## config.mk

```make
export PLATFORM = sky130hd
export DESIGN_NAME = face_box_postprocess_core
export DESIGN_NICKNAME = d
export VERILOG_FILES = /design/src/fbp_pkg.sv /design/src/fbp_mul.sv /design/src/face_box_postprocess_core.sv
export SDC_FILE = /design/constraint.sdc
export NUM_CORES = 2
export LEC_CHECK = 0
export ABC_AREA = 1
export BUFFER_PORTS_ARGS = -buffer_cell sky130_fd_sc_hd__buf_4
export CAP_MARGIN = 25
export CORE_MARGIN = 4
export CORE_UTILIZATION = 25
export CTS_CLUSTER_DIAMETER = 60
export DETAILED_ROUTE_END_ITERATION = 10
export GPL_TIMING_DRIVEN = 0
export MAX_ROUTING_LAYER = met4
export PLACE_DENSITY = 0.43
export SLEW_MARGIN = 20
export SYNTH_ARGS = -nofsm -noshare
export SYNTH_HDL_FRONTEND = slang
export SYNTH_SLANG_ARGS = --single-unit
```

## constraint.sdc

```tcl
create_clock -name clk_i -period 21.4 [get_ports clk_i]
set_input_delay 3.21 -clock clk_i [delete_from_list [all_inputs] [get_ports clk_i]]
set_output_delay 3.21 -clock clk_i [all_outputs]
set_load 0.005 [all_outputs]
```

## src/fbp_pkg.sv

```systemverilog
package fbp_pkg;

  localparam int unsigned ThrBits = 16;
  localparam int unsigned DimRegBits = 14;
  localparam int unsigned ConfBits = 16;
  localparam int unsigned CfgDataBits = 16;
  localparam int unsigned CfgIdxBits = 2;
  localparam int unsigned FracShift = 16;

  localparam logic [CfgIdxBits-1:0] REG_SCORE_THRESHOLD = 2'd0;
  localparam logic [CfgIdxBits-1:0] REG_IMAGE_WIDTH = 2'd1;
  localparam logic [CfgIdxBits-1:0] REG_IMAGE_HEIGHT = 2'd2;

  localparam logic [ThrBits-1:0] THR_RESET = 16'd32768;
  localparam logic [DimRegBits-1:0] WIDTH_RESET = 14'd640;
  localparam logic [DimRegBits-1:0] HEIGHT_RESET = 14'd480;

  localparam logic [FracShift-1:0] FRAC_X_LEFT = 16'd4391;
  localparam logic [FracShift-1:0] FRAC_Y_TOP = 16'd1835;
  localparam logic [FracShift-1:0] FRAC_W_GROW = 16'd9830;
  localparam logic [FracShift-1:0] FRAC_H_GROW = 16'd8520;

  typedef enum logic [5:0] {
    ST_IDLE = 6'b000001,
    ST_MUL  = 6'b000010,
    ST_RET  = 6'b000100,
    ST_SQD  = 6'b001000,
    ST_SQA  = 6'b010000,
    ST_CHK  = 6'b100000
  } state_e;

  typedef enum logic [2:0] {
    STEP_X  = 3'd0,
    STEP_Y  = 3'd1,
    STEP_W  = 3'd2,
    STEP_H  = 3'd3,
    STEP_DX = 3'd4,
    STEP_DY = 3'd5,
    STEP_GW = 3'd6,
    STEP_GH = 3'd7
  } step_e;

endpackage

```

## src/fbp_mul.sv

```systemverilog
module fbp_mul #(
  parameter int unsigned AW = 24,
  parameter int unsigned BW = 18
) (
  input  logic                        clk_i,
  input  logic signed [AW-1:0]        a_i,
  input  logic signed [BW-1:0]        b_i,
  output logic signed [AW+BW-1:0]     prod_o
);

  logic signed [AW+BW-1:0] prod_q;

  always_ff @(posedge clk_i) begin
    prod_q <= (AW+BW)'(a_i) * (AW+BW)'(b_i);
  end

  assign prod_o = prod_q;

endmodule

```

## src/face_box_postprocess_core.sv

```systemverilog
// Face box post-processing. A detector record is taken while the block is idle; a record
// that is dropped (frame stopped or confidence below threshold) leaves the block idle, so
// the input stays free, while a record that passes occupies the block for eight passes
// through one shared signed multiplier (scaling left, top, width and height, then four
// fixed-fraction adjustments, each product registered in the multiplier before it is
// retired), the retire and squaring states, and a containment check that loads the output
// register only for a box inside the frame; the check waits while a previous box is still
// held stalled at the output. Configuration may be written only while the block is idle.
module face_box_postprocess_core #(
  parameter int unsigned COORD_FRAC_BITS = 16,
  parameter int unsigned DIM_BITS = 13
) (
  input  logic                                   clk_i,
  input  logic                                   rst_ni,
  input  logic                                   cfg_we_i,
  input  logic [fbp_pkg::CfgIdxBits-1:0]         cfg_idx_i,
  input  logic [fbp_pkg::CfgDataBits-1:0]        cfg_wdata_i,
  input  logic                                   in_valid_i,
  output logic                                   in_stall_o,
  input  logic                                   frame_start_i,
  input  logic [fbp_pkg::ConfBits-1:0]           confidence_i,
  input  logic signed [COORD_FRAC_BITS+1:0]      left_norm_i,
  input  logic signed [COORD_FRAC_BITS+1:0]      top_norm_i,
  input  logic signed [COORD_FRAC_BITS+1:0]      right_norm_i,
  input  logic signed [COORD_FRAC_BITS+1:0]      bottom_norm_i,
  output logic                                   out_valid_o,
  input  logic                                   out_stall_i,
  output logic [fbp_pkg::ConfBits-1:0]           box_confidence_o,
  output logic [DIM_BITS-1:0]                    box_x_o,
  output logic [DIM_BITS-1:0]                    box_y_o,
  output logic [DIM_BITS:0]                      box_width_o,
  output logic [DIM_BITS:0]                      box_height_o
);

  localparam int unsigned CW = COORD_FRAC_BITS + 2;
  localparam int unsigned DFW = COORD_FRAC_BITS + 3;
  localparam int unsigned VW = DIM_BITS + 5;
  localparam int unsigned MA = (DFW > VW) ? DFW : VW;
  localparam int unsigned MB = (DIM_BITS + 2 > fbp_pkg::FracShift + 1) ?
                               DIM_BITS + 2 : fbp_pkg::FracShift + 1;
  localparam int unsigned PW = MA + MB;
  localparam int unsigned LW = (DIM_BITS + 1 > fbp_pkg::DimRegBits) ?
                               DIM_BITS + 1 : fbp_pkg::DimRegBits;
  localparam logic [LW-1:0] DIM_LIMIT = LW'(1) << DIM_BITS;
  localparam logic [PW-1:0] BIAS_C = (PW'(1) << COORD_FRAC_BITS) - PW'(1);
  localparam logic [PW-1:0] BIAS_F = (PW'(1) << fbp_pkg::FracShift) - PW'(1);

  logic [fbp_pkg::ThrBits-1:0]    thr_q;
  logic [fbp_pkg::DimRegBits-1:0] img_w_q, img_h_q;

  fbp_pkg::state_e state_q, state_d;
  fbp_pkg::step_e  step_q, step_d, ret_q, ret_d;
  logic            ret_vld_q, ret_vld_d;
  logic            stopped_q, stopped_d;

  logic [fbp_pkg::ConfBits-1:0] conf_q;
  logic signed [CW-1:0]         l_q, t_q;
  logic signed [DFW-1:0]        dw_q, dh_q;
  logic [DIM_BITS:0]            wlim_q, hlim_q;
  logic [LW-1:0]                img_w_ext, img_h_ext;

  logic signed [VW-1:0] x_q, x_d, y_q, y_d, w_q, w_d, h_q, h_d;
  logic signed [VW-1:0] sq_d_q;
  logic                 sq_lt_q;

  logic signed [MA-1:0] mul_a;
  logic signed [MB-1:0] mul_b;
  logic signed [PW-1:0] prod;
  logic signed [PW-1:0] biased_c, biased_f, shifted_c, shifted_f;
  logic signed [VW-1:0] ret_val;

  logic                 accept, stop_eff, below;
  logic signed [VW:0]   x_ext_sum, y_ext_sum, wlim_s, hlim_s;
  logic                 box_fail, out_free, load_out;

  logic                         out_vld_q;
  logic [fbp_pkg::ConfBits-1:0] oconf_q;
  logic [DIM_BITS-1:0]          ox_q, oy_q;
  logic [DIM_BITS:0]            ow_q, oh_q;

  always_ff @(posedge clk_i or negedge rst_ni) begin
    if (!rst_ni) begin
      thr_q   <= fbp_pkg::THR_RESET;
      img_w_q <= fbp_pkg::WIDTH_RESET;
      img_h_q <= fbp_pkg::HEIGHT_RESET;
    end else if (cfg_we_i) begin
      case (cfg_idx_i)
        fbp_pkg::REG_SCORE_THRESHOLD: thr_q <= cfg_wdata_i[fbp_pkg::ThrBits-1:0];
        fbp_pkg::REG_IMAGE_WIDTH:     img_w_q <= cfg_wdata_i[fbp_pkg::DimRegBits-1:0];
        fbp_pkg::REG_IMAGE_HEIGHT:    img_h_q <= cfg_wdata_i[fbp_pkg::DimRegBits-1:0];
        default: ;
      endcase
    end
  end

  assign in_stall_o = (state_q != fbp_pkg::ST_IDLE);
  assign accept     = in_valid_i && !in_stall_o;
  assign stop_eff   = stopped_q && !frame_start_i;
  assign below      = (confidence_i < thr_q);
  assign img_w_ext  = LW'(img_w_q);
  assign img_h_ext  = LW'(img_h_q);

  // Latch the record and clamped frame size
  always_ff @(posedge clk_i) begin
    if (accept) begin
      conf_q <= confidence_i;
      l_q    <= left_norm_i;
      t_q    <= top_norm_i;
      dw_q   <= DFW'(right_norm_i) - DFW'(left_norm_i);
      dh_q   <= DFW'(bottom_norm_i) - DFW'(top_norm_i);
      wlim_q <= (img_w_ext > DIM_LIMIT) ? DIM_LIMIT[DIM_BITS:0] : img_w_ext[DIM_BITS:0];
      hlim_q <= (img_h_ext > DIM_LIMIT) ? DIM_LIMIT[DIM_BITS:0] : img_h_ext[DIM_BITS:0];
    end
  end

  // Operand selection for the shared multiplier
  always_comb begin
    mul_a = MA'(l_q);
    mul_b = MB'(wlim_q);
    case (step_q)
      fbp_pkg::STEP_X: begin
        mul_a = MA'(l_q);
        mul_b = MB'(wlim_q);
      end
      fbp_pkg::STEP_Y: begin
        mul_a = MA'(t_q);
        mul_b = MB'(hlim_q);
      end
      fbp_pkg::STEP_W: begin
        mul_a = MA'(dw_q);
        mul_b = MB'(wlim_q);
      end
      fbp_pkg::STEP_H: begin
        mul_a = MA'(dh_q);
        mul_b = MB'(hlim_q);
      end
      fbp_pkg::STEP_DX: begin
        mul_a = MA'(w_q);
        mul_b = MB'(fbp_pkg::FRAC_X_LEFT);
      end
      fbp_pkg::STEP_DY: begin
        mul_a = MA'(h_q);
        mul_b = MB'(fbp_pkg::FRAC_Y_TOP);
      end
      fbp_pkg::STEP_GW: begin
        mul_a = MA'(w_q);
        mul_b = MB'(fbp_pkg::FRAC_W_GROW);
      end
      fbp_pkg::STEP_GH: begin
        mul_a = MA'(h_q);
        mul_b = MB'(fbp_pkg::FRAC_H_GROW);
      end
      default: ;
    endcase
  end

  fbp_mul #(
    .AW(MA),
    .BW(MB)
  ) u_mul (
    .clk_i (clk_i),
    .a_i   (mul_a),
    .b_i   (mul_b),
    .prod_o(prod)
  );

  // Truncate toward zero
  assign biased_c  = prod + (prod[PW-1] ? BIAS_C : '0);
  assign biased_f  = prod + (prod[PW-1] ? BIAS_F : '0);
  assign shifted_c = biased_c >>> COORD_FRAC_BITS;
  assign shifted_f = biased_f >>> fbp_pkg::FracShift;
  assign ret_val   = (ret_q inside {fbp_pkg::STEP_X, fbp_pkg::STEP_Y,
                                    fbp_pkg::STEP_W, fbp_pkg::STEP_H}) ?
                     shifted_c[VW-1:0] : shifted_f[VW-1:0];

  always_comb begin
    x_d = x_q;
    y_d = y_q;
    w_d = w_q;
    h_d = h_q;
    if (ret_vld_q) begin
      case (ret_q)
        fbp_pkg::STEP_X:  x_d = ret_val;
        fbp_pkg::STEP_Y:  y_d = ret_val;
        fbp_pkg::STEP_W:  w_d = ret_val;
        fbp_pkg::STEP_H:  h_d = ret_val;
        fbp_pkg::STEP_DX: x_d = x_q - ret_val;
        fbp_pkg::STEP_DY: y_d = y_q - ret_val;
        fbp_pkg::STEP_GW: w_d = w_q + ret_val;
        fbp_pkg::STEP_GH: h_d = h_q + ret_val;
        default: ;
      endcase
    end else if (state_q == fbp_pkg::ST_SQA) begin
      if (sq_lt_q) begin
        x_d = x_q - (sq_d_q >>> 1);
        w_d = h_q;
      end else begin
        y_d = y_q - (sq_d_q >>> 1);
        h_d = w_q;
      end
    end
  end

  always_ff @(posedge clk_i) begin
    x_q <= x_d;
    y_q <= y_d;
    w_q <= w_d;
    h_q <= h_d;
    if (state_q == fbp_pkg::ST_SQD) begin
      sq_lt_q <= (w_q < h_q);
      sq_d_q  <= (w_q < h_q) ? (h_q - w_q) : (w_q - h_q);
    end
  end

  assign x_ext_sum = (VW+1)'(x_q) + (VW+1)'(w_q);
  assign y_ext_sum = (VW+1)'(y_q) + (VW+1)'(h_q);
  assign wlim_s    = (VW+1)'(wlim_q);
  assign hlim_s    = (VW+1)'(hlim_q);
  assign box_fail  = (w_q <= 0) || (h_q <= 0) || (x_q < 0) || (y_q < 0) ||
                     (x_ext_sum > wlim_s) || (y_ext_sum > hlim_s);
  assign out_free  = !out_vld_q || !out_stall_i;
  assign load_out  = (state_q == fbp_pkg::ST_CHK) && out_free && !box_fail;

  always_comb begin
    state_d   = state_q;
    step_d    = step_q;
    ret_d     = step_q;
    ret_vld_d = 1'b0;
    stopped_d = stopped_q;
    case (state_q)
      fbp_pkg::ST_IDLE: begin
        step_d = fbp_pkg::STEP_X;
        if (accept) begin
          stopped_d = stop_eff || below;
          if (!stop_eff && !below) begin
            state_d = fbp_pkg::ST_MUL;
          end
        end
      end
      fbp_pkg::ST_MUL: begin
        ret_vld_d = 1'b1;
        if (step_q == fbp_pkg::STEP_GH) begin
          state_d = fbp_pkg::ST_RET;
        end else begin
          step_d = fbp_pkg::step_e'(step_q + 3'd1);
        end
      end
      fbp_pkg::ST_RET: state_d = fbp_pkg::ST_SQD;
      fbp_pkg::ST_SQD: state_d = fbp_pkg::ST_SQA;
      fbp_pkg::ST_SQA: state_d = fbp_pkg::ST_CHK;
      fbp_pkg::ST_CHK: begin
        if (out_free) begin
          state_d = fbp_pkg::ST_IDLE;
        end
      end
      default: state_d = fbp_pkg::ST_IDLE;
    endcase
  end

  always_ff @(posedge clk_i or negedge rst_ni) begin
    if (!rst_ni) begin
      state_q   <= fbp_pkg::ST_IDLE;
      step_q    <= fbp_pkg::STEP_X;
      ret_q     <= fbp_pkg::STEP_X;
      ret_vld_q <= 1'b0;
      stopped_q <= 1'b0;
      out_vld_q <= 1'b0;
    end else begin
      state_q   <= state_d;
      step_q    <= step_d;
      ret_q     <= ret_d;
      ret_vld_q <= ret_vld_d;
      stopped_q <= stopped_d;
      if (load_out) begin
        out_vld_q <= 1'b1;
      end else if (!out_stall_i) begin
        out_vld_q <= 1'b0;
      end
    end
  end

  always_ff @(posedge clk_i) begin
    if (load_out) begin
      oconf_q <= conf_q;
      ox_q    <= x_q[DIM_BITS-1:0];
      oy_q    <= y_q[DIM_BITS-1:0];
      ow_q    <= w_q[DIM_BITS:0];
      oh_q    <= h_q[DIM_BITS:0];
    end
  end

  assign out_valid_o      = out_vld_q;
  assign box_confidence_o = oconf_q;
  assign box_x_o          = ox_q;
  assign box_y_o          = oy_q;
  assign box_width_o      = ow_q;
  assign box_height_o     = oh_q;

  a_square_box: assert property (@(posedge clk_i) disable iff (!rst_ni)
    out_valid_o |-> (box_width_o == box_height_o) && (box_width_o != '0))
    else $error("emitted box is not a non-empty square");

  a_box_in_frame: assert property (@(posedge clk_i) disable iff (!rst_ni)
    out_valid_o |-> ((DIM_BITS+2)'(box_x_o) + (DIM_BITS+2)'(box_width_o)
                     <= (DIM_BITS+2)'(wlim_q)))
    else $error("emitted box exceeds frame width");

  a_stopped_drop: assert property (@(posedge clk_i) disable iff (!rst_ni)
    (accept && stopped_q && !frame_start_i) |=> (state_q == fbp_pkg::ST_IDLE) && stopped_q)
    else $error("record of a stopped frame was processed");

  a_retire_window: assert property (@(posedge clk_i) disable iff (!rst_ni)
    ret_vld_q |-> (state_q == fbp_pkg::ST_MUL || state_q == fbp_pkg::ST_RET))
    else $error("product retired outside the multiply sequence");

endmodule
```

==> impl_metrics.ini <==
[clock_tree]
cts_tree = yes
post-cts-setup-buffers = 0
cts_resized = 0
cts_sinks = 372
numCtsBuffers = 55
cts_root_buf = clkbuf_16
cts_hold_buf = 0
cts_max_level = 2
cts_buffer_depth = 3
clkTransAtPathRegs_ns = 0.06
clk_latency_ns = 0.67

[critical_path]
cp-startpoint = ret_d[0]
path_buf_inv = 7
critPathLaunchType = flop
regToRegEndpoint = u_mul.prod_o[29]
crit_end = u_mul.prod_o[29]
worstSetupEndpointType = flop
path_class = flop to flop
r2r_slack_ns = 12.41
arrival_ns = 9.55
required_ns = 21.96
crit_path_max_incr_delay_ns = 0.74
ff2ff_path_depth = 30
cp_slowest_cell = a21oi_1
critPathTopFamily = adder cells
cp.depth = 30
worstPathMaxFanout = 10
r2r-start = ret_d[0]

[synthesis]
ys_top_cells_by_area = edfxtp_1 22%, fa_1 15%, ha_1 12%
ys_warn_count = 0
async_flop_share_pct = 15.9
synth-edff-count = 278
synth_area_um2 = 37400
synth_largest_area_cell = edfxtp_1
mappedNetlistNets = 5415
synthCells = 4665
ys_dominant_reg_cell = edfxtp_1
yosysTopAreaCellShare_pct = 22.3
ys_types = 58
syn_area_per_cell_um2 = 8.02
synth_seq_cells = 372
seq_area_frac_synth_pct = 28.2

[global_routing]
antenna_found_initial = 5
overflow = 0
grt.total_usage_pct = 18.9
grt_pass1_vias = 32800
grt_max_degree = 60
grt_pass1_wl_um = 215000

[timing]
fin_setup_tns_ns = 0
relSlewSlack_pct = 30.3
hold_slack_ns = 0.418
min_period_ns = 8.99
fmax_mhz = 111
finalHoldViolations = 0
rsz0062_at_grt = no
maxSlewViolCount = 0
tightestPinTransition_ns = 1.04
fin_crit_sh_pct = 42.0
skew_ns = 0.0525
setup_violations = 0

[floorplan]
die_h_um = 395
dieArea_um2 = 156000
io_pins = 184
die_x_um = 395
core-area_um2 = 148000
num_rows = 141
start_util_pct = 25.2

[route]
wl_met2_um = 65600
wl_met3_um = 8540
route.detailed.drc = 0
drtPass1Iterations = 7
drt-initial-drc-count = 2326
maxUsedRoutingLayer = met4
drt-total-wl_um = 146000
wl_per_cell_um = 21.1
vias = 32600
vias_per_cell = 4.73
ant_nets = 0
wl_met1_um = 68000

[placement]
io_buffers = 183
placed_cell_area_um2 = 41500
place_congestion = 0.936
dp_hpwl_um = 121000

[run]
drv_cap = 0

[final_layout]
nets = 5668
design_area_um2 = 43300
final_common_cell = nand2_1
layout-drive-gt1-share_pct = 7.51
layout-area-overhead-vs-synth_pct = 15.7
fillers = 16100
final_cell_mix = 1005 x nand2_1, 880 x inv_1, 359 x ha_1

[outcome]
status = complete, no violations

[worst_hold_path]
hold_path_class = flop to flop
## flip-flops by register name, summed over array words and instances (netlist names), 14 cells and up
register / count
x_q: 18
box_height_o: 14
wlim_q: 14
thr_q: 16
box_confidence_o: 16
u_mul.prod_o: 35
dh_q: 19
l_q: 18
hlim_q: 14
img_w_ext: 14
box_width_o: 14
y_q: 18
h_q: 18
t_q: 18
dw_q: 19
img_h_ext: 14
sq_d_q: 17
w_q: 18
conf_q: 16
## cell families after synthesis
family                   share of synthesized area (%)
flip-flops                                        28.2
AO/OA/AOI/OAI                                     12.3
XOR/XNOR                                          3.30
adder cells (fa/ha/maj)                           26.9
AND/OR/NAND/NOR                                   19.3
buffers and inverters                             9.97
## stage by stage
step / instances / utilization [%] / worst slack, ns
after floorplan: 4665 / - / 12.62
after global placement: 6778 / 27.8 / 9.66
after detailed placement: 6791 / 28.0 / 12.30
after CTS: 6894 / 29.2 / 12.25
after global routing: 6895 / 29.2 / 11.93
final: 6895 / 29.2 / 12.41
## layout make-up
type	count	area, um2	area share (%)
diodes	1	2.50	0.00578
plain buffers	85	374	0.864
clock buffers	60	1420	3.27
clock inverters	43	412	0.951
inverters	893	3350	7.75
multi-input cells	3315	23200	53.6
flip-flops and latches	372	10500	24.3
well taps	1930	2410	5.58
repair buffers	196	1570	3.62
## worst min path at each step
stage / from / end / slack, ns / depth (start not counted)
floorplan: conf_q[0] / box_confidence_o[0] / 0.40 / 0
global placement: conf_q[13] / box_confidence_o[13] / 0.40 / 0
detailed placement: conf_q[11] / box_confidence_o[11] / 0.40 / 0
CTS: conf_q[1] / box_confidence_o[1] / 0.41 / 0
global route: conf_q[11] / box_confidence_o[11] / 0.42 / 0
finish: conf_q[6] / box_confidence_o[6] / 0.42 / 0
## Yosys cell counts, types with 49 or more instances
master	instances
nand2_1	1005
fa_1	279
inv_1	880
o21ai_0	270
nand4_1	54
dfrtp_1	51
nand3_1	211
ha_1	359
xor2_1	92
a21oi_1	318
nor2_1	339
edfxtp_1	278
xnor2_1	49
## routing by layer
metal | vias up | GRT usage [%]
li1 | 15700 | -
met1 | 15800 | 25.6
met2 | 894 | 29.9
met3 | 163 | 2.75
met4 | 0 | 4.38
met5 | - | -
Power is left out: the tool's default activity adds up to more than one toggle a clock period on the data nets, which glitch-free logic cannot reach.
